--- src/hdl/ookpwm_pkg.sv ---
`timescale 1ns / 1ps

package ookpwm_pkg;

  localparam int DUR_W   = 16;
  localparam int SYNC_W  = 9;
  localparam int BITS_W  = 7;
  localparam int FRAME_W = 80;
  localparam int LOW_W   = 64;
  localparam int HIGH_W  = 16;
  localparam int CFG_IDX_W  = 3;
  localparam int CFG_DATA_W = 16;

  // Register map of the configuration port
  typedef enum logic [CFG_IDX_W-1:0] {
    REG_SYNC_GAP      = 3'd0,
    REG_BIT1_MIN      = 3'd1,
    REG_STOP_GAP      = 3'd2,
    REG_SYNC_EARLIEST = 3'd3,
    REG_MIN_BITS      = 3'd4
  } cfg_reg_t;

  localparam logic [DUR_W-1:0]  SYNC_GAP_RST      = 16'd40;
  localparam logic [DUR_W-1:0]  BIT1_MIN_RST      = 16'd8;
  localparam logic [DUR_W-1:0]  STOP_GAP_RST      = 16'd30;
  localparam logic [SYNC_W-1:0] SYNC_EARLIEST_RST = 9'd6;
  localparam logic [BITS_W-1:0] MIN_BITS_RST      = 7'd32;

  typedef struct packed {
    logic [DUR_W-1:0]  sync_gap_min;
    logic [DUR_W-1:0]  bit1_min;
    logic [DUR_W-1:0]  stop_gap_min;
    logic [SYNC_W-1:0] sync_earliest;
    logic [BITS_W-1:0] min_bits;
  } cfg_t;

  typedef enum logic [1:0] {
    PH_HUNT = 2'd0,
    PH_DATA = 2'd1,
    PH_DONE = 2'd2
  } phase_t;

  typedef struct packed {
    logic [DUR_W-1:0] duration;
    logic             last;
  } in_item_t;

  typedef struct packed {
    logic              bit_valid;
    logic              bit_value;
    logic [BITS_W-1:0] bit_position;
    logic              done_res;
    logic [BITS_W-1:0] total_bits;
    logic              decoded_ok;
    logic [LOW_W-1:0]  frame_low;
    logic [HIGH_W-1:0] frame_high;
  } result_t;

endpackage

--- src/hdl/ookpwm_in_if.sv ---
`timescale 1ns / 1ps

interface ookpwm_in_if
  import ookpwm_pkg::*;
();
  logic             valid;
  logic             ready;
  logic [DUR_W-1:0] duration;
  logic             last;

  modport source (output valid, duration, last, input ready);
  modport sink   (input valid, duration, last, output ready);
endinterface

--- src/hdl/ookpwm_out_if.sv ---
`timescale 1ns / 1ps

interface ookpwm_out_if
  import ookpwm_pkg::*;
();
  logic              valid;
  logic              ready;
  logic              bit_valid;
  logic              bit_value;
  logic [BITS_W-1:0] bit_position;
  logic              done_res;
  logic [BITS_W-1:0] total_bits;
  logic              decoded_ok;
  logic [LOW_W-1:0]  frame_low;
  logic [HIGH_W-1:0] frame_high;

  modport source (
    output valid, bit_valid, bit_value, bit_position, done_res, total_bits,
           decoded_ok, frame_low, frame_high,
    input  ready
  );
  modport sink (
    input  valid, bit_valid, bit_value, bit_position, done_res, total_bits,
           decoded_ok, frame_low, frame_high,
    output ready
  );
endinterface

--- src/hdl/ookpwm_cfg_regs.sv ---
`timescale 1ns / 1ps

module ookpwm_cfg_regs
  import ookpwm_pkg::*;
(
  input  logic                  clk,
  input  logic                  rst_n,
  input  logic                  cfg_we,
  input  logic [CFG_IDX_W-1:0]  cfg_index,
  input  logic [CFG_DATA_W-1:0] cfg_wdata,
  output cfg_t                  cfg
);

  cfg_t cfg_r;
  cfg_t cfg_nxt;

  always_comb begin
    cfg_nxt = cfg_r;
    if (cfg_we) begin
      unique case (cfg_index)
        REG_SYNC_GAP:      cfg_nxt.sync_gap_min  = cfg_wdata;
        REG_BIT1_MIN:      cfg_nxt.bit1_min      = cfg_wdata;
        REG_STOP_GAP:      cfg_nxt.stop_gap_min  = cfg_wdata;
        REG_SYNC_EARLIEST: cfg_nxt.sync_earliest = cfg_wdata[SYNC_W-1:0];
        REG_MIN_BITS:      cfg_nxt.min_bits      = cfg_wdata[BITS_W-1:0];
        default: ;  // unmapped index, write dropped
      endcase
    end
  end

  always_ff @(posedge clk) begin
    if (!rst_n) begin
      cfg_r.sync_gap_min  <= SYNC_GAP_RST;
      cfg_r.bit1_min      <= BIT1_MIN_RST;
      cfg_r.stop_gap_min  <= STOP_GAP_RST;
      cfg_r.sync_earliest <= SYNC_EARLIEST_RST;
      cfg_r.min_bits      <= MIN_BITS_RST;
    end else begin
      cfg_r <= cfg_nxt;
    end
  end

  assign cfg = cfg_r;

endmodule

--- src/hdl/ookpwm_in_stage.sv ---
`timescale 1ns / 1ps

module ookpwm_in_stage
  import ookpwm_pkg::*;
(
  input  logic     clk,
  input  logic     rst_n,
  ookpwm_in_if.sink in_if,
  input  logic     s1_take,
  output logic     s1_valid,
  output in_item_t s1_item
);

  logic     valid_r;
  logic     valid_nxt;
  in_item_t item_r;
  logic     load;

  // Stage empties or drains this cycle -> room for a new transfer
  assign in_if.ready = !valid_r || s1_take;
  assign load        = in_if.valid && in_if.ready;

  always_comb begin
    valid_nxt = valid_r;
    if (load) begin
      valid_nxt = 1'b1;
    end else if (s1_take) begin
      valid_nxt = 1'b0;
    end
  end

  always_ff @(posedge clk) begin
    if (!rst_n) begin
      valid_r <= 1'b0;
    end else begin
      valid_r <= valid_nxt;
    end
  end

  always_ff @(posedge clk) begin
    if (load) begin
      item_r.duration <= in_if.duration;
      item_r.last     <= in_if.last;
    end
  end

  assign s1_valid = valid_r;
  assign s1_item  = item_r;

endmodule

--- src/hdl/ookpwm_decode.sv ---
`timescale 1ns / 1ps

module ookpwm_decode
  import ookpwm_pkg::*;
#(
  parameter int EDGE_LIMIT = 512,
  parameter int BIT_LIMIT  = 80
) (
  input  logic     clk,
  input  logic     rst_n,
  input  cfg_t     cfg,
  input  logic     s1_valid,
  input  in_item_t s1_item,
  output logic     s1_take,
  ookpwm_out_if.source out_if
);

  localparam int EW = $clog2(EDGE_LIMIT + 1);
  localparam int CW = (EW > SYNC_W) ? EW : SYNC_W;
  localparam logic [EW-1:0]     EDGE_LIM = EW'(EDGE_LIMIT);
  localparam logic [BITS_W-1:0] BIT_LIM  = BITS_W'(BIT_LIMIT);

  logic [EW-1:0]      edge_r, edge_nxt;
  phase_t             phase_r, phase_nxt;
  logic [BITS_W-1:0]  cnt_r, cnt_nxt;
  logic [FRAME_W-1:0] frame_r, frame_nxt;
  logic               out_valid_r, out_valid_nxt;
  result_t            res_r, res_nxt;

  assign s1_take = s1_valid && (!out_valid_r || out_if.ready);

  always_comb begin
    edge_nxt  = edge_r;
    phase_nxt = phase_r;
    cnt_nxt   = cnt_r;
    frame_nxt = frame_r;
    res_nxt   = '0;

    if (edge_r < EDGE_LIM) begin
      edge_nxt = edge_r + 1'b1;
      if (edge_r[0]) begin  // low level
        unique case (phase_r)
          PH_HUNT: begin
            if (s1_item.duration >= cfg.sync_gap_min &&
                CW'(edge_r) >= CW'(cfg.sync_earliest)) begin
              phase_nxt = PH_DATA;
            end
          end
          PH_DATA: begin
            if (s1_item.duration >= cfg.stop_gap_min) begin
              phase_nxt = PH_DONE;
            end else if (cnt_r < BIT_LIM) begin
              res_nxt.bit_valid    = 1'b1;
              res_nxt.bit_value    = (s1_item.duration >= cfg.bit1_min);
              res_nxt.bit_position = cnt_r;
              if (res_nxt.bit_value) begin
                frame_nxt[cnt_r] = 1'b1;
              end
              cnt_nxt = cnt_r + 1'b1;
              if (cnt_nxt >= BIT_LIM) begin
                phase_nxt = PH_DONE;
              end
            end else begin
              phase_nxt = PH_DONE;
            end
          end
          PH_DONE: ;
          default: ;
        endcase
      end
    end

    // Summary includes this item's bit, then the capture starts over
    if (s1_item.last) begin
      res_nxt.done_res   = 1'b1;
      res_nxt.total_bits = cnt_nxt;
      res_nxt.decoded_ok = (phase_nxt != PH_HUNT) && (cnt_nxt >= cfg.min_bits);
      res_nxt.frame_low  = frame_nxt[LOW_W-1:0];
      res_nxt.frame_high = frame_nxt[FRAME_W-1:LOW_W];
      edge_nxt  = '0;
      phase_nxt = PH_HUNT;
      cnt_nxt   = '0;
      frame_nxt = '0;
    end
  end

  always_comb begin
    out_valid_nxt = out_valid_r;
    if (s1_take) begin
      out_valid_nxt = 1'b1;
    end else if (out_if.ready) begin
      out_valid_nxt = 1'b0;
    end
  end

  always_ff @(posedge clk) begin
    if (!rst_n) begin
      edge_r      <= '0;
      phase_r     <= PH_HUNT;
      cnt_r       <= '0;
      frame_r     <= '0;
      out_valid_r <= 1'b0;
    end else begin
      out_valid_r <= out_valid_nxt;
      if (s1_take) begin
        edge_r  <= edge_nxt;
        phase_r <= phase_nxt;
        cnt_r   <= cnt_nxt;
        frame_r <= frame_nxt;
      end
    end
  end

  always_ff @(posedge clk) begin
    if (s1_take) begin
      res_r <= res_nxt;
    end
  end

  assign out_if.valid        = out_valid_r;
  assign out_if.bit_valid    = res_r.bit_valid;
  assign out_if.bit_value    = res_r.bit_value;
  assign out_if.bit_position = res_r.bit_position;
  assign out_if.done_res     = res_r.done_res;
  assign out_if.total_bits   = res_r.total_bits;
  assign out_if.decoded_ok   = res_r.decoded_ok;
  assign out_if.frame_low    = res_r.frame_low;
  assign out_if.frame_high   = res_r.frame_high;

endmodule

--- src/hdl/ook_pwm_pulse_decoder_unit.sv ---
`timescale 1ns / 1ps
// Channel  Dir  Handshake           Payload
// in_if    in   valid/ready         duration[15:0], last
// out_if   out  valid/ready         bit_valid, bit_value, bit_position[6:0], done_res,
//                                   total_bits[6:0], decoded_ok, frame_low[63:0],
//                                   frame_high[15:0]
// cfg_*    in   cfg_we (no ready)   cfg_index[2:0], cfg_wdata[15:0]
//
// One item per cycle while out_if.ready holds; an item passes the input register, then the result register.
// The per-edge decode is a few 16-bit compares between those two registers.
// Reset (rst_n low, synchronous) restores default registers and clears the capture.
// A stalled result holds in the result register; the input register still takes one
// more transfer, then in_if.ready drops until out_if.ready returns.

module ook_pwm_pulse_decoder_unit
  import ookpwm_pkg::*;
#(
  parameter int EDGE_LIMIT = 512,  // edges at or past this index are ignored
  parameter int BIT_LIMIT  = 80    // bits per frame, at most 80
) (
  input  logic                  clk,
  input  logic                  rst_n,
  ookpwm_in_if.sink             in_if,
  ookpwm_out_if.source          out_if,
  input  logic                  cfg_we,
  input  logic [CFG_IDX_W-1:0]  cfg_index,
  input  logic [CFG_DATA_W-1:0] cfg_wdata
);

  cfg_t     cfg;
  logic     s1_valid;
  logic     s1_take;
  in_item_t s1_item;

  // Threshold registers; the user must write them only while the pipe is idle, the block does not enforce it
  ookpwm_cfg_regs u_cfg (
    .clk       (clk),
    .rst_n     (rst_n),
    .cfg_we    (cfg_we),
    .cfg_index (cfg_index),
    .cfg_wdata (cfg_wdata),
    .cfg       (cfg)
  );

  // Input register; a full one reopens in the same cycle the result side takes its item
  ookpwm_in_stage u_in (
    .clk      (clk),
    .rst_n    (rst_n),
    .in_if    (in_if),
    .s1_take  (s1_take),
    .s1_valid (s1_valid),
    .s1_item  (s1_item)
  );

  // Sync hunt, bit decode, frame packing and the result register
  ookpwm_decode #(
    .EDGE_LIMIT (EDGE_LIMIT),
    .BIT_LIMIT  (BIT_LIMIT)
  ) u_dec (
    .clk      (clk),
    .rst_n    (rst_n),
    .cfg      (cfg),
    .s1_valid (s1_valid),
    .s1_item  (s1_item),
    .s1_take  (s1_take),
    .out_if   (out_if)
  );

endmodule

--- src/flat_wrapper.sv ---
// flat-port wrapper written by rule: the top's interface ports become plain ports
module ook_pwm_pulse_decoder_unit_flat import ookpwm_pkg::*;
#(
  parameter int EDGE_LIMIT = 512,                                            
  parameter int BIT_LIMIT  = 80                                 
)
  (clk, rst_n, cfg_we, cfg_index, cfg_wdata, in_if_valid, in_if_duration, in_if_last, in_if_ready, out_if_valid, out_if_bit_valid, out_if_bit_value, out_if_bit_position, out_if_done_res, out_if_total_bits, out_if_decoded_ok, out_if_frame_low, out_if_frame_high, out_if_ready);
  ookpwm_in_if in_if_i ();
  ookpwm_out_if out_if_i ();
  input  logic clk;
  input  logic rst_n;
  input  logic cfg_we;
  input  logic [CFG_IDX_W-1:0] cfg_index;
  input  logic [CFG_DATA_W-1:0] cfg_wdata;
  input wire logic [$bits(in_if_i.valid)-1:0] in_if_valid;
  input wire logic [$bits(in_if_i.duration)-1:0] in_if_duration;
  input wire logic [$bits(in_if_i.last)-1:0] in_if_last;
  output wire logic [$bits(in_if_i.ready)-1:0] in_if_ready;
  output wire logic [$bits(out_if_i.valid)-1:0] out_if_valid;
  output wire logic [$bits(out_if_i.bit_valid)-1:0] out_if_bit_valid;
  output wire logic [$bits(out_if_i.bit_value)-1:0] out_if_bit_value;
  output wire logic [$bits(out_if_i.bit_position)-1:0] out_if_bit_position;
  output wire logic [$bits(out_if_i.done_res)-1:0] out_if_done_res;
  output wire logic [$bits(out_if_i.total_bits)-1:0] out_if_total_bits;
  output wire logic [$bits(out_if_i.decoded_ok)-1:0] out_if_decoded_ok;
  output wire logic [$bits(out_if_i.frame_low)-1:0] out_if_frame_low;
  output wire logic [$bits(out_if_i.frame_high)-1:0] out_if_frame_high;
  input wire logic [$bits(out_if_i.ready)-1:0] out_if_ready;
  assign in_if_i.valid = in_if_valid;
  assign in_if_i.duration = in_if_duration;
  assign in_if_i.last = in_if_last;
  assign in_if_ready = in_if_i.ready;
  assign out_if_valid = out_if_i.valid;
  assign out_if_bit_valid = out_if_i.bit_valid;
  assign out_if_bit_value = out_if_i.bit_value;
  assign out_if_bit_position = out_if_i.bit_position;
  assign out_if_done_res = out_if_i.done_res;
  assign out_if_total_bits = out_if_i.total_bits;
  assign out_if_decoded_ok = out_if_i.decoded_ok;
  assign out_if_frame_low = out_if_i.frame_low;
  assign out_if_frame_high = out_if_i.frame_high;
  assign out_if_i.ready = out_if_ready;
  ook_pwm_pulse_decoder_unit #(.EDGE_LIMIT(EDGE_LIMIT), .BIT_LIMIT(BIT_LIMIT)) u_core (.clk(clk), .rst_n(rst_n), .in_if(in_if_i), .out_if(out_if_i), .cfg_we(cfg_we), .cfg_index(cfg_index), .cfg_wdata(cfg_wdata));
endmodule
--- config.mk ---
export PLATFORM = sky130hd
export DESIGN_NAME = ook_pwm_pulse_decoder_unit_flat
export DESIGN_NICKNAME = d
export VERILOG_FILES = /design/src/hdl/ookpwm_pkg.sv /design/src/hdl/ookpwm_in_if.sv /design/src/hdl/ookpwm_out_if.sv /design/src/hdl/ookpwm_cfg_regs.sv /design/src/hdl/ookpwm_in_stage.sv /design/src/hdl/ookpwm_decode.sv /design/src/hdl/ook_pwm_pulse_decoder_unit.sv /design/src/flat_wrapper.sv
export SDC_FILE = /design/constraint.sdc
export NUM_CORES = 1
export LEC_CHECK = 0
export BUFFER_PORTS_ARGS = -buffer_cell sky130_fd_sc_hd__clkbuf_2
export CORE_MARGIN = 5
export CORE_UTILIZATION = 35
export CTS_CLUSTER_DIAMETER = 100
export DETAILED_ROUTE_END_ITERATION = 8
export GPL_ROUTABILITY_DRIVEN = 0
export PLACE_DENSITY = 0.63
export SYNTH_ARGS = -nofsm -noshare
export SYNTH_HDL_FRONTEND = slang
export SYNTH_HIERARCHICAL = 1
export SYNTH_SLANG_ARGS = --single-unit
--- constraint.sdc ---
create_clock -name clk -period 4.3 [get_ports clk]
set_input_delay 0.645 -clock clk [delete_from_list [all_inputs] [get_ports clk]]
set_output_delay 0.645 -clock clk [all_outputs]
set_load 0.02 [all_outputs]
# Yosys cells after proc, flatten, opt, wreduce, memory -nomap -nowiden
# Cells that the tools add are included.
[totals]
register_bits = 280
in_bits = 41
out_inout_bits = 100
[classes]
add_sub_neg = 2
magnitude_cmp = 10
eq_ne = 5
mux = 31
n_bitwise = 5
n_reduce_logical = 23
[op_table]
columns = ["cell", "count"]
rows = [
  ["two-way mux 80 bit", 7],
  ["two-way mux 89 bit", 1],
  ["bitwise OR 80 bit", 1],
  ["greater-or-equal comparator 16 bit", 3],
  ["two-way mux 7 bit", 6],
  ["two-way mux 10 bit", 2],
  ["two-way mux 2 bit", 7],
  ["AND reduction 2 bit", 6],
  ["adder 10 x 1 -> 10 bit, second input constant", 1],
  ["greater-or-equal comparator 10 x 9 -> 1 bit", 1],
  ["less-than comparator 10 bit, second input constant", 1],
  ["two-way mux 9 bit", 1],
  ["less-than comparator 7 x 8 -> 1 bit, second input constant", 1],
  ["nonzero test 2 bit", 4],
  ["adder 7 x 1 -> 7 bit, second input constant", 1],
  ["demux 1 bit (select 7 bit)", 1],
  ["greater-or-equal comparator 7 x 1 -> 1 bit, second input constant", 1],
  ["greater-or-equal comparator 7 bit", 1],
  ["greater-or-equal comparator 7 bit, second input constant", 1],
  ["less-than comparator 7 bit, second input constant", 1],
  ["== test 3 x 2 -> 1 bit, second input constant", 2],
  ["logical AND 1 bit", 5],
  ["two-way mux 1 bit", 5],
  ["OR reduction 5 bit", 1],
  ["10 further kinds", 15],
]

# Longest topological paths before layout
# Gate-level depths: netlist (run 1).
[depth]
word_depth = 12
depth_mapped = 16

# Modules after synthesis
# Netlist (run 1), hierarchy kept.
[modules_own_cells]
columns = ["mod", "n_inst", "cells_per_inst", "area_per_inst_um2", "seq_area_each_um2"]
rows = [
  ["ookpwm_decode", 1, 983, 9611.7, 4944.7],
  ["ookpwm_cfg_regs", 1, 236, 2469.9, 1281.2],
  ["ookpwm_in_stage", 1, 22, 568.0, 530.5],
]

# Worst setup path before layout (run 1)
# No wires, ideal clock.
[synth_timing]
path_kind = "input to register"
startpoint = "input port out_if_ready"
endpoint = "register u_core.u_dec.frame_r[33]"
setup_ns = 0.117
arrival_time_ns = 4.325
required_time_ns = 4.183
slack_ns = -0.142
path_stages = 6
path_cell_list = "nand2b_1 > nand2_1 > clkinv_1 > nand2_1 > nor3_2 > a22o_1"
[synth_between]
elab_chain_len = 2
[synth_lines]
columns = ["element", "line_no", "rtl"]
rows = [
  ["start, declared", "flat_wrapper.sv:28", "input wire logic [$bits(out_if_i.ready)-1:0] out_if_ready;"],
  ["logical OR 1 bit", "ookpwm_decode.sv:30", "assign s1_take = s1_valid && (!out_valid_r || out_if.ready);"],
  ["logical AND 1 bit", "ookpwm_decode.sv:30", ""],
  ["named net u_core.s1_take", "ook_pwm_pulse_decoder_unit.sv:32", "logic s1_take;"],
  ["end signal, assigned", "ookpwm_decode.sv:109", "frame_r <= frame_nxt;"],
  ["end, declared", "ookpwm_decode.sv:26", "logic [FRAME_W-1:0] frame_r, frame_nxt;"],
]
# The timed path passes the listed nets, and every way through them passes these cells.
# A chain may end at the register's enable or synchronous reset.

# Worst setup path after layout (run 1)
[layout_timing]
startpoint = "register u_core.u_in.item_r, in the netlist u_core/u_in/s1_item[14]"
endpoint = "register u_core.u_dec.res_r, in the netlist u_core/u_dec/out_if.decoded_ok (data pin)"
[layout_between]
elab_chain_len = 8
[layout_lines]
columns = ["element", "line_no", "rtl"]
rows = [
  ["start, declared", "ookpwm_in_stage.sv:16", "in_item_t item_r;"],
  ["branches (longest 7 deep; another with greater-or-equal comparator 16 bit)", "--", ""],
  ["logical AND 1 bit (*)", "ookpwm_decode.sv:77", "res_nxt.decoded_ok = (phase_nxt != PH_HUNT) && (cnt_nxt >= cfg.min_bits);"],
  ["end signal, assigned", "ookpwm_decode.sv:116", "res_r <= res_nxt;"],
  ["end, declared", "ookpwm_decode.sv:28", "result_t res_r, res_nxt;"],
]
# Every way passes the cells marked *.

==> run_results.csv, run 1 <==
group,metric,value,unit
pwr,p_leak,5.52,nW
cells_and_area,fin_nets,1471,
yosys,yosysTopAreaCell,"edfxtp_1",
timing,fin_ws,0.579,ns
clock_tree,cts_setup_buffers,0,
yosys,synth_top_area_share,27.3,%
global_route,grt_overflow,0,
clock_tree,cts_root_buffer,"clkbuf_16",
clock_tree,cts_resized,0,
route,routedWlPerCell,17.7,microns
route,vias,9467,
global_route,grt_pass1_wl,52.3,mm
clock_tree,cts_tree,"yes",
timing,rsz0062_at_grt,"no",
yosys,synth-edff-count,115,
worst_setup_path,arrival,4.02,ns
timing,finalSetupViolCount,0,
placement,dpl-instance-area,0.0137,sq mm
die,die-area,0.0400,sq mm
route,viasPerCell,5.12,
placement,io_buffers,140,
yosys,syn_inst,1241,
die,coreArea,0.0357,sq mm
yosys,ys_warn_count,6,
worst_setup_path,timing.rr.start,"u_core/u_in/s1_item[14]",
cells_and_area,antenna_cells,0,
clock_tree,clk_latency,0.55,ns
yosys,yosysUniqueCellTypes,74,
cells_and_area,final_cells,1849,
global_route,grt_pass1_vias,9337,
yosys,synth.net_count,1348,
clock_tree,cts_buffers,30,
timing,worst_slew_pin_slew,1.10,ns
yosys,synth_flop_cell,"dfxtp_1",
timing,max_freq,269,MHz
global_route,antenna_found_initial,0,
timing,post-route-period-util,86.5,%
route,drc,0,
timing,min_period,3.72,ns
worst_setup_path,crit_path_start_kind,"register",
timing,fin_skew,0.00944,ns
timing,slew_violations,0,
clock_tree,path_clk_slew,0.06,ns
worst_setup_path,crit_type,"register to register",
yosys,synthArstFlopShare,0,%
placement,placedCellCount,1793,
die,start_util,35.5,%
pwr,p_per_area,407,mW/mm^2
worst_setup_path,r2r_cells,13,
route,ant_nets,0,
yosys,synth_commonest_cells,"nand2_1 (241), dfxtp_1 (165), edfxtp_1 (115)",
timing,tns,0,ns
yosys,ys_ff_latch,280,
timing,finalHoldViolations,0,
die,ios,141,
yosys,syn_area,0.0126,sq mm
status,outcome,"finished clean",
timing,slew_headroom,26.6,%
yosys,yosys-top-cells-area,"edfxtp_1 (27%), dfxtp_1 (26%), nand2_1 (7.2%)",
die,die_x,200,microns
pwr,vdd_ir_drop_max,254,uV
clock_tree,hold_buffers,0,
clock_tree,htree_levels,1,
flow_run,cap_violations,0,
worst_hold_path,whs_path_depth,1,
worst_hold_path,min-delay-start,"in_if_duration[3]",
cells_and_area,drive_gt1_share,17.0,%
placement,hpwl,23.2,mm
worst_setup_path,setup.worst_path.end_class,"register",
placement,dp_slack,0.620,ns
die,die_h,200,microns
timing,hold_ws,0.269,ns
global_route,grt_usage,15.8,%
route,wirelength,32.7,mm
worst_setup_path,r2r_slack,0.58,ns
worst_setup_path,critPathLaunch,"u_core/u_in/s1_item[14]",
yosys,avgSynthCellArea,10.2,sq um
worst_setup_path,crit_fanout,13,
route,drt_first_pass_iters,5,
global_route,grt_max_degree,91,
worst_setup_path,worst_ep_required_time,4.60,ns
die,rows,69,
yosys,yosysSeqAreaShare,53.4,%
route,drt-initial-drc-count,514,
cells_and_area,fin_area,0.0148,sq mm
worst_hold_path,min_path_type,"input pin to register",
cells_and_area,synthToLayoutAreaGrowth,16.9,%
clock_tree,cts_num_sinks,280,
yosys,post-synth-top-count-cell,"nand2_1",
clock_tree,cts_buffer_depth,3,
-- worst paths after layout --
check | to
worst max register to register | u_core/u_dec/out_if.decoded_ok
worst min-delay path | u_core/u_in/s1_item[4]
worst max-delay path | u_core/u_dec/out_if.decoded_ok
worst min register to register | u_core/u_dec/frame_r[61]
-- per-layer routing --
layer	GRT usage [%]	vias to the layer above	routed length, microns
li1	-	4652	-
met1	22.0	4490	15000
met2	25.6	275	14900
met3	3.02	50	1910
met4	4.11	0	845
met5	0	-	0
-- flip-flops by register name (all words and copies together), names as in the netlist --
name / cells
u_core/u_dec/frame_r: 80
u_core/u_cfg/cfg: 64
u_core/u_dec/out_if.frame_low: 64
u_core/u_in/s1_item: 17
u_core/u_dec/out_if.frame_high: 16
u_core/u_dec/edge_r: 10
u_core/u_dec/cnt_r: 7
u_core/u_dec/out_if.bit_position: 7
u_core/u_dec/out_if.total_bits: 7
u_core/u_dec/phase_r: 2
u_core/u_dec/out_if.bit_valid: 1
u_core/u_dec/out_if.bit_value: 1
u_core/u_dec/out_if.decoded_ok: 1
u_core/u_dec/out_if.done_res: 1
u_core/u_dec/out_if.valid: 1
u_core/u_in/s1_valid: 1
-- report_power, final --
group	switching [W]	internal, W	leakage (nW)
Clock	0.00105	0.00165	0.518
Combinational	0.000314	0.000131	2.61
Sequential	0.0000378	0.00285	2.39
-- cells by family (layout without fill, tap and decap cells) --
| logic type | Yosys count | count (layout) | share of synthesized area (%) |
|---|---|---|---|
| multiplexers | 67 | 67 | 5.31 |
| buffers and inverters | 135 | 282 | 4.64 |
| flip-flops | 280 | 280 | 53.4 |
| AO/OA/AOI/OAI | 251 | 251 | 12.5 |
| adder cells (fa/ha/maj) | 66 | 66 | 6.53 |
| AND/OR/NAND/NOR | 433 | 433 | 17.0 |
| XOR/XNOR | 9 | 9 | 0.623 |
-- placed cells by master, fill, tap and decap left out, types with 9 or more instances in the layout --
| master | n |
|---|---|
| a21oi_1 | 26 |
| a22o_1 | 31 |
| and2_1 | 15 |
| buf_4 | 15 |
| clkbuf_16 | 31 |
| clkbuf_2 | 140 |
| dfxtp_1 | 165 |
| edfxtp_1 | 115 |
| ha_1 | 66 |
| inv_1 | 66 |
| mux2i_1 | 66 |
| nand2_1 | 241 |
| nand2b_1 | 12 |
| nand3_1 | 23 |
| nand4_1 | 15 |
| nand4_2 | 9 |
| nor2_1 | 35 |
| nor2b_1 | 21 |
| nor3_1 | 12 |
| o21ai_0 | 21 |
| o21ai_1 | 112 |
| o31ai_1 | 14 |
-- worst max-delay path: stages, from the launching register on --
cell and delay (ns):
edfxtp_1 0.42, ha_1 0.32, a211oi_1 0.27, nor2_1 0.14
nor4_4 0.51, nand3_4 0.23, inv_2 0.24, mux2_1 0.38
ha_1 0.28, a211oi_1 0.20, o21bai_1 0.10, a21oi_1 0.15
o21ai_0 0.10, o311a_1 0.13
-- final cells by class --
cell class | count | area [sq um]
clock buffers | 38 | 822
clock inverters | 18 | 219
fillers | 3460 | 20900
inverters | 71 | 269
multi-input cells | 826 | 5330
flip-flops and latches | 280 | 6760
well taps | 461 | 577
repair buffers | 155 | 813
-- per-stage QoR --
step	util, %	power [W]
final	41.5	0.00603
after floorplan	-	0.00322
after CTS	41.5	0.00609
after global routing	41.5	0.00626
after global placement	38.6	0.00339
after detailed placement	38.6	0.00339
No activity file was read; power rests on OpenSTA's default activity.
==> run 2, diff against run 1 <==
--- a/config.mk
+++ b/config.mk
@@ -5,6 +5,7 @@
 export SDC_FILE = /design/constraint.sdc
 export NUM_CORES = 1
 export LEC_CHECK = 0
+export ABC_AREA = 1
 export BUFFER_PORTS_ARGS = -buffer_cell sky130_fd_sc_hd__clkbuf_2
 export CORE_MARGIN = 5
 export CORE_UTILIZATION = 35
==> run_results.csv, run 2 <==
group,metric,value,unit
timing,slew_headroom,28.7,%
worst_hold_path,whs_path_depth,1,
timing,max_freq,299,MHz
route,viasPerCell,5.02,
yosys,synthArstFlopShare,0,%
worst_setup_path,setup.worst_path.end_class,"register",
pwr,vdd_ir_drop_max,288,uV
timing,fin_ws,0.951,ns
worst_setup_path,crit_slowest_cell,"edfxtp_1",
cells_and_area,final_util,41.6,%
pwr,p_leak,5.85,nW
route,drt-initial-drc-count,853,
worst_setup_path,crit_fanout,12,
route,routedWlPerCell,15.7,microns
clock_tree,hold_buffers,0,
yosys,synth.net_count,1608,
yosys,synth_commonest_cells,"nor2_1 (290), nand2_1 (191), dfxtp_1 (165)",
route,drt_first_pass_iters,5,
clock_tree,cts_buffers,31,
placement,io_buffers,140,
die,rows,69,
clock_tree,path_clk_slew,0.06,ns
yosys,syn_area,0.0127,sq mm
route,drc,0,
global_route,grt_overflow,0,
clock_tree,clk_latency,0.56,ns
worst_setup_path,r2r_slack,0.95,ns
die,coreArea,0.0357,sq mm
placement,hpwl,23.1,mm
worst_setup_path,timing.rr.start,"u_core/u_in/s1_item[8]",
worst_setup_path,critPathBufInv,1,
yosys,ys_ff_latch,280,
cells_and_area,top_register,"u_core/u_dec/frame_r",
pwr,pwr-share-clk,44.9,%
worst_setup_path,cp_top_family,"simple AND/OR/NAND/NOR gates",
timing,min_period,3.35,ns
global_route,antenna_found_initial,0,
die,ios,141,
worst_hold_path,min_path_type,"input pin to register",
placement,dpl-instance-area,0.0138,sq mm
timing,finalHoldViolations,0,
cells_and_area,antenna_cells,0,
route,vias,10568,
cells_and_area,final_cells,2104,
global_route,grt_usage,16.0,%
timing,fin_skew,0.0110,ns
timing,finalSetupViolCount,0,
clock_tree,htree_levels,1,
yosys,avgSynthCellArea,8.46,sq um
global_route,grt_pass1_vias,10257,
worst_setup_path,worst_ep_required_time,4.72,ns
clock_tree,cts_root_buffer,"clkbuf_16",
yosys,synth-edff-count,115,
worst_hold_path,min-delay-start,"in_if_duration[6]",
yosys,yosysSeqAreaShare,53.2,%
yosys,syn_inst,1501,
clock_tree,cts_num_sinks,280,
yosys,post-synth-top-count-cell,"nor2_1",
timing,slew_violations,0,
pwr,p_per_area,416,mW/mm^2
global_route,grt_max_degree,90,
route,wirelength,33.0,mm
clock_tree,cts_buffer_depth,3,
yosys,ys_warn_count,6,
pwr,p_int,0.00469,W
clock_tree,cts_setup_buffers,0,
clock_tree,cts_tree,"yes",
timing,worst_slew_pin_slew,1.06,ns
pwr,sequentialPowerShare,46.9,%
global_route,grt_pass1_wl,54.0,mm
placement,placedCellCount,2046,
die,die-area,0.0402,sq mm
pwr,p_sw_share,24.1,%
placement,dp_slack,1.00,ns
worst_setup_path,crit_chain,"ha_1 > a21o_1 > nor2_1 > nand3_1 > nand2_1 > nand4_1 > o21bai_1 > nand2_1 > ha_1 > inv_1 > o31ai_1 > nand4_1 > o2111ai_1 > nand2_1 > nor2_1",
yosys,synth_flop_cell,"dfxtp_1",
pwr,p_comb_share,8.2,%
yosys,yosys-top-cells-area,"edfxtp_1 (27%), dfxtp_1 (26%), nor2_1 (8.6%)",
die,start_util,35.6,%
worst_setup_path,r2r_end,"u_core/u_dec/out_if.decoded_ok",
die,die_h,200,microns
pwr,p_sw,0.00149,W
worst_setup_path,r2r_cells,15,
timing,rsz0062_at_grt,"no",
worst_setup_path,path_depth,15,
yosys,synth_top_area_share,27.2,%
timing,post-route-period-util,77.9,%
yosys,yosysUniqueCellTypes,38,
worst_setup_path,arrival,3.77,ns
cells_and_area,final_cell_mix,"nor2_1 (289), nand2_1 (191), dfxtp_1 (165)",
die,die_x,200,microns
worst_hold_path,holdPathEnd,"u_core/u_in/s1_item[7]",
cells_and_area,drive_gt1_share,14.4,%
yosys,yosysTopAreaCell,"edfxtp_1",
cells_and_area,fin_nets,1725,
clock_tree,cts_resized,0,
worst_setup_path,path_common_cell,"nand2_1",
worst_setup_path,crit_path_start_kind,"register",
cells_and_area,largest_reg_flops,80,
flow_run,cap_violations,0,
worst_setup_path,crit_type,"register to register",
cells_and_area,synthToLayoutAreaGrowth,16.8,%
worst_setup_path,slowest_delay,0.43,ns
status,outcome,"finished clean",
cells_and_area,fin_area,0.0148,sq mm
timing,tns,0,ns
cells_and_area,final_common_cell,"nor2_1",
route,ant_nets,0,
run 2: cell count changes after synthesis, sizes merged, moves of 16 or more:
cell and delta:
nor2 +267, nand3 +77, inv +90, nand2 -48
a21oi +113, a22o -31, o21ai -35, nand4 -17
nor2b -21, mux2i -66, and2 -16, nor3 +49
run 2: worst max path at each step:
stage                                 from                             end  slack (ns)
CTS                 u_core/u_in/s1_item[6]  u_core/u_dec/out_if.decoded_ok        0.97
floorplan                     out_if_ready          u_core/u_in/s1_item[0]        0.37
detailed placement  u_core/u_in/s1_item[6]  u_core/u_dec/out_if.decoded_ok        1.00
global route        u_core/u_in/s1_item[6]  u_core/u_dec/out_if.decoded_ok        0.66
finish              u_core/u_in/s1_item[8]  u_core/u_dec/out_if.decoded_ok        0.95
global placement    u_core/u_in/s1_item[6]  u_core/u_dec/out_if.decoded_ok        1.10
run 2: metrics by stage:
step,power (W),hold WS [ns]
2_1_floorplan,0.00329,0.429
3_3_place_gp,0.00345,0.441
3_5_place_dp,0.00346,0.449
4_1_cts,0.00625,0.237
5_1_grt,0.00642,0.246
6_report,0.00618,0.264
run 2: power by group through the flow:
stage	Combinational [W]	Sequential [W]	Clock [W]
2_1_floorplan	0.000277	0.00301	0
3_3_place_gp	0.000502	0.00295	0
3_5_place_dp	0.000508	0.00296	0
4_1_cts	0.000510	0.00290	0.00284
5_1_grt	0.000565	0.00291	0.00295
6_report	0.000507	0.00290	0.00277
run 2: cell families (layout without fill, tap and decap cells):
kind of cell	after synthesis	after routing	share of synthesized area (%)
buffers and inverters	226	368	7.20
AOI/OAI and AO/OA	256	256	10.6
xor gates and xnor gates	2	2	0.138
and+or+nand+nor	671	671	22.3
DFF	280	280	53.2
adders and majority gates	66	66	6.50
run 2: metal layers:
layer,wire length (microns),share of wire [%],GRT usage [%],vias up
met5,0,0,0,-
met4,1000,3.0,5.38,0
met3,2110,6.4,2.65,61
met2,15200,46,26.3,332
met1,14700,44,21.6,4956
li1,-,-,-,5219
run 2: layout make-up:
class | instances | area, sq um
Fill cell | 3519 | 20800
Sequential cell | 280 | 6760
Multi-Input combinational cell | 995 | 5030
Clock buffer | 39 | 846
Timing Repair Buffer | 148 | 773
Inverter | 162 | 613
Tap cell | 461 | 577
Clock inverter | 19 | 238
==> run 3, diff against run 2 <==
--- a/config.mk
+++ b/config.mk
@@ -12,7 +12,7 @@
 export CTS_CLUSTER_DIAMETER = 100
 export DETAILED_ROUTE_END_ITERATION = 8
 export GPL_ROUTABILITY_DRIVEN = 0
-export PLACE_DENSITY = 0.63
+export PLACE_DENSITY = 0.61
 export SYNTH_ARGS = -nofsm -noshare
 export SYNTH_HDL_FRONTEND = slang
 export SYNTH_HIERARCHICAL = 1
==> constraint.sdc (replaced) <==
create_clock -name clk -period 3.4 [get_ports clk]
set_input_delay 0.51 -clock clk [delete_from_list [all_inputs] [get_ports clk]]
set_output_delay 0.51 -clock clk [all_outputs]
set_load 0.02 [all_outputs]
==> run_results.csv, run 3 (synthesized netlist as in run 2, its figures left out) <==
group,metric,value,unit
status,outcome,"finished clean",
clock_tree,clk_latency,0.55,ns
timing,fin_skew,0.0137,ns
worst_hold_path,whs_path_depth,1,
clock_tree,cts_buffer_depth,3,
worst_hold_path,min_path_type,"input pin to register",
timing,rsz0062_at_grt,"no",
placement,hpwl,22.8,mm
die,die_x,200,microns
timing,fin_ws,0.405,ns
worst_setup_path,timing.rr.start,"u_core/u_in/s1_item[8]",
cells_and_area,drive_gt1_share,14.5,%
die,rows,69,
pwr,p_leak,5.84,nW
worst_setup_path,cp_top_family,"simple AND/OR/NAND/NOR gates",
timing,worst_slew_pin_slew,1.07,ns
global_route,grt_max_degree,178,
global_route,grt_pass1_vias,9897,
die,coreArea,0.0357,sq mm
cells_and_area,final_cell_mix,"nor2_1 (289), nand2_1 (191), dfxtp_1 (165)",
cells_and_area,antenna_cells,0,
die,die-area,0.0402,sq mm
worst_setup_path,path_depth,18,
route,wirelength,33.0,mm
clock_tree,cts_buffers,30,
worst_setup_path,crit_fanout,11,
timing,min_period,2.99,ns
worst_setup_path,worst_ep_required_time,3.81,ns
timing,max_freq,334,MHz
cells_and_area,largest_reg_flops,80,
worst_setup_path,path_common_cell,"nand2_1",
route,vias,10325,
cells_and_area,top_register,"u_core/u_dec/frame_r",
clock_tree,cts_num_sinks,280,
clock_tree,hold_buffers,0,
clock_tree,path_clk_slew,0.06,ns
die,start_util,35.6,%
timing,slew_headroom,28.5,%
worst_setup_path,r2r_end,"u_core/u_dec/out_if.decoded_ok",
worst_setup_path,setup.worst_path.end_class,"register",
cells_and_area,synthToLayoutAreaGrowth,16.6,%
global_route,antenna_found_initial,1,
flow_run,cap_violations,0,
clock_tree,cts_resized,0,
placement,dp_slack,0.414,ns
worst_setup_path,r2r_slack,0.41,ns
timing,tns,0,ns
global_route,grt_usage,15.8,%
timing,finalSetupViolCount,0,
worst_setup_path,critPathBufInv,3,
clock_tree,cts_setup_buffers,0,
route,ant_nets,0,
worst_setup_path,crit_path_start_kind,"register",
timing,finalHoldViolations,0,
worst_setup_path,arrival,3.41,ns
route,drt-initial-drc-count,837,
worst_setup_path,crit_chain,"ha_1 > nand2_1 > nor2_1 > nand4_1 > nand3_1 > nand2_1 > nand4_1 > buf_4 > nand2_1 > nand2_1 > inv_2 > ha_1 > inv_1 > o31ai_1 > nand4_1 > o2111ai_1 > nand2_1 > nor2_1",
worst_setup_path,r2r_cells,18,
global_route,grt_overflow,0,
clock_tree,cts_tree,"yes",
route,drt_first_pass_iters,5,
clock_tree,htree_levels,1,
pwr,vdd_ir_drop_max,397,uV
timing,post-route-period-util,88.1,%
die,die_h,200,microns
cells_and_area,final_common_cell,"nor2_1",
route,viasPerCell,4.90,
route,routedWlPerCell,15.7,microns
worst_setup_path,slowest_delay,0.41,ns
worst_setup_path,crit_slowest_cell,"edfxtp_1",
pwr,p_per_area,512,mW/mm^2
placement,io_buffers,140,
worst_setup_path,crit_type,"register to register",
cells_and_area,fill_cells,3522,
cells_and_area,fin_nets,1728,
die,ios,141,
global_route,grt_pass1_wl,52.9,mm
route,drc,0,
worst_hold_path,min-delay-start,"in_if_last",
clock_tree,cts_root_buffer,"clkbuf_16",
timing,slew_violations,0,
worst_hold_path,holdPathEnd,"u_core/u_in/s1_item[0]",
## run 3: how the worst max path moves through the flow
stage	from	end	slack (ns)
after CTS	u_core/u_in/s1_item[6]	u_core/u_dec/out_if.decoded_ok	0.41
after detailed placement	u_core/u_in/s1_item[6]	u_core/u_dec/out_if.decoded_ok	0.41
after floorplan	out_if_ready	u_core/u_in/s1_item[0]	0.14
final	u_core/u_in/s1_item[8]	u_core/u_dec/out_if.decoded_ok	0.41
after global routing	u_core/u_in/s1_item[6]	u_core/u_dec/out_if.decoded_ok	0.11
after global placement	u_core/u_in/s1_item[6]	u_core/u_dec/out_if.decoded_ok	0.48
## run 3: worst reg2reg max path, cell delays in order, from the launching register on
cell       delay [ns]
edfxtp_1         0.41
ha_1             0.32
nand2_1          0.07
nor2_1           0.18
nand4_1          0.11
nand3_1          0.14
nand2_1          0.17
nand4_1          0.15
buf_4            0.20
nand2_1          0.07
nand2_1          0.11
inv_2            0.05
ha_1             0.26
inv_1            0.05
o31ai_1          0.19
nand4_1          0.12
o2111ai_1        0.09
nand2_1          0.07
nor2_1           0.10
## run 3: area by class of cell
| class | instances | area [sq um] | share of cell area (%) |
|---|---|---|---|
| Clock inverter | 13 | 131 | 0.887 |
| Inverter | 162 | 613 | 4.14 |
| Clock buffer | 43 | 882 | 5.96 |
| Sequential cell | 280 | 6760 | 45.6 |
| Timing Repair Buffer | 152 | 816 | 5.51 |
| Multi-Input combinational cell | 995 | 5030 | 34.0 |
| Tap cell | 461 | 577 | 3.90 |
## run 3: metal layers
metal / GRT usage [%] / share of wire [%]
met1: 21.6 / 45
met4: 4.25 / 2.7
met5: 0 / 0.036
met2: 26.0 / 46
met3: 2.83 / 6.2
## run 3: stage by stage
step	cells	total power (W)	hold slack (ns)	util [%]	area [sq um]
floorplan	1501	0.00416	0.429	-	12700
global placement	2050	0.00437	0.447	38.7	13800
detailed placement	2050	0.00439	0.451	38.7	13800
CTS	2106	0.00768	0.116	41.5	14800
global route	2106	0.00791	0.123	41.5	14800
finish	2106	0.00759	0.136	41.5	14800
## run 3: power breakdown
group / switching (W) / internal (W)
Clock: 0.00132 / 0.00196
Combinational: 0.000461 / 0.000181
Sequential: 0.0000573 / 0.00361
Total: 0.00184 / 0.00575
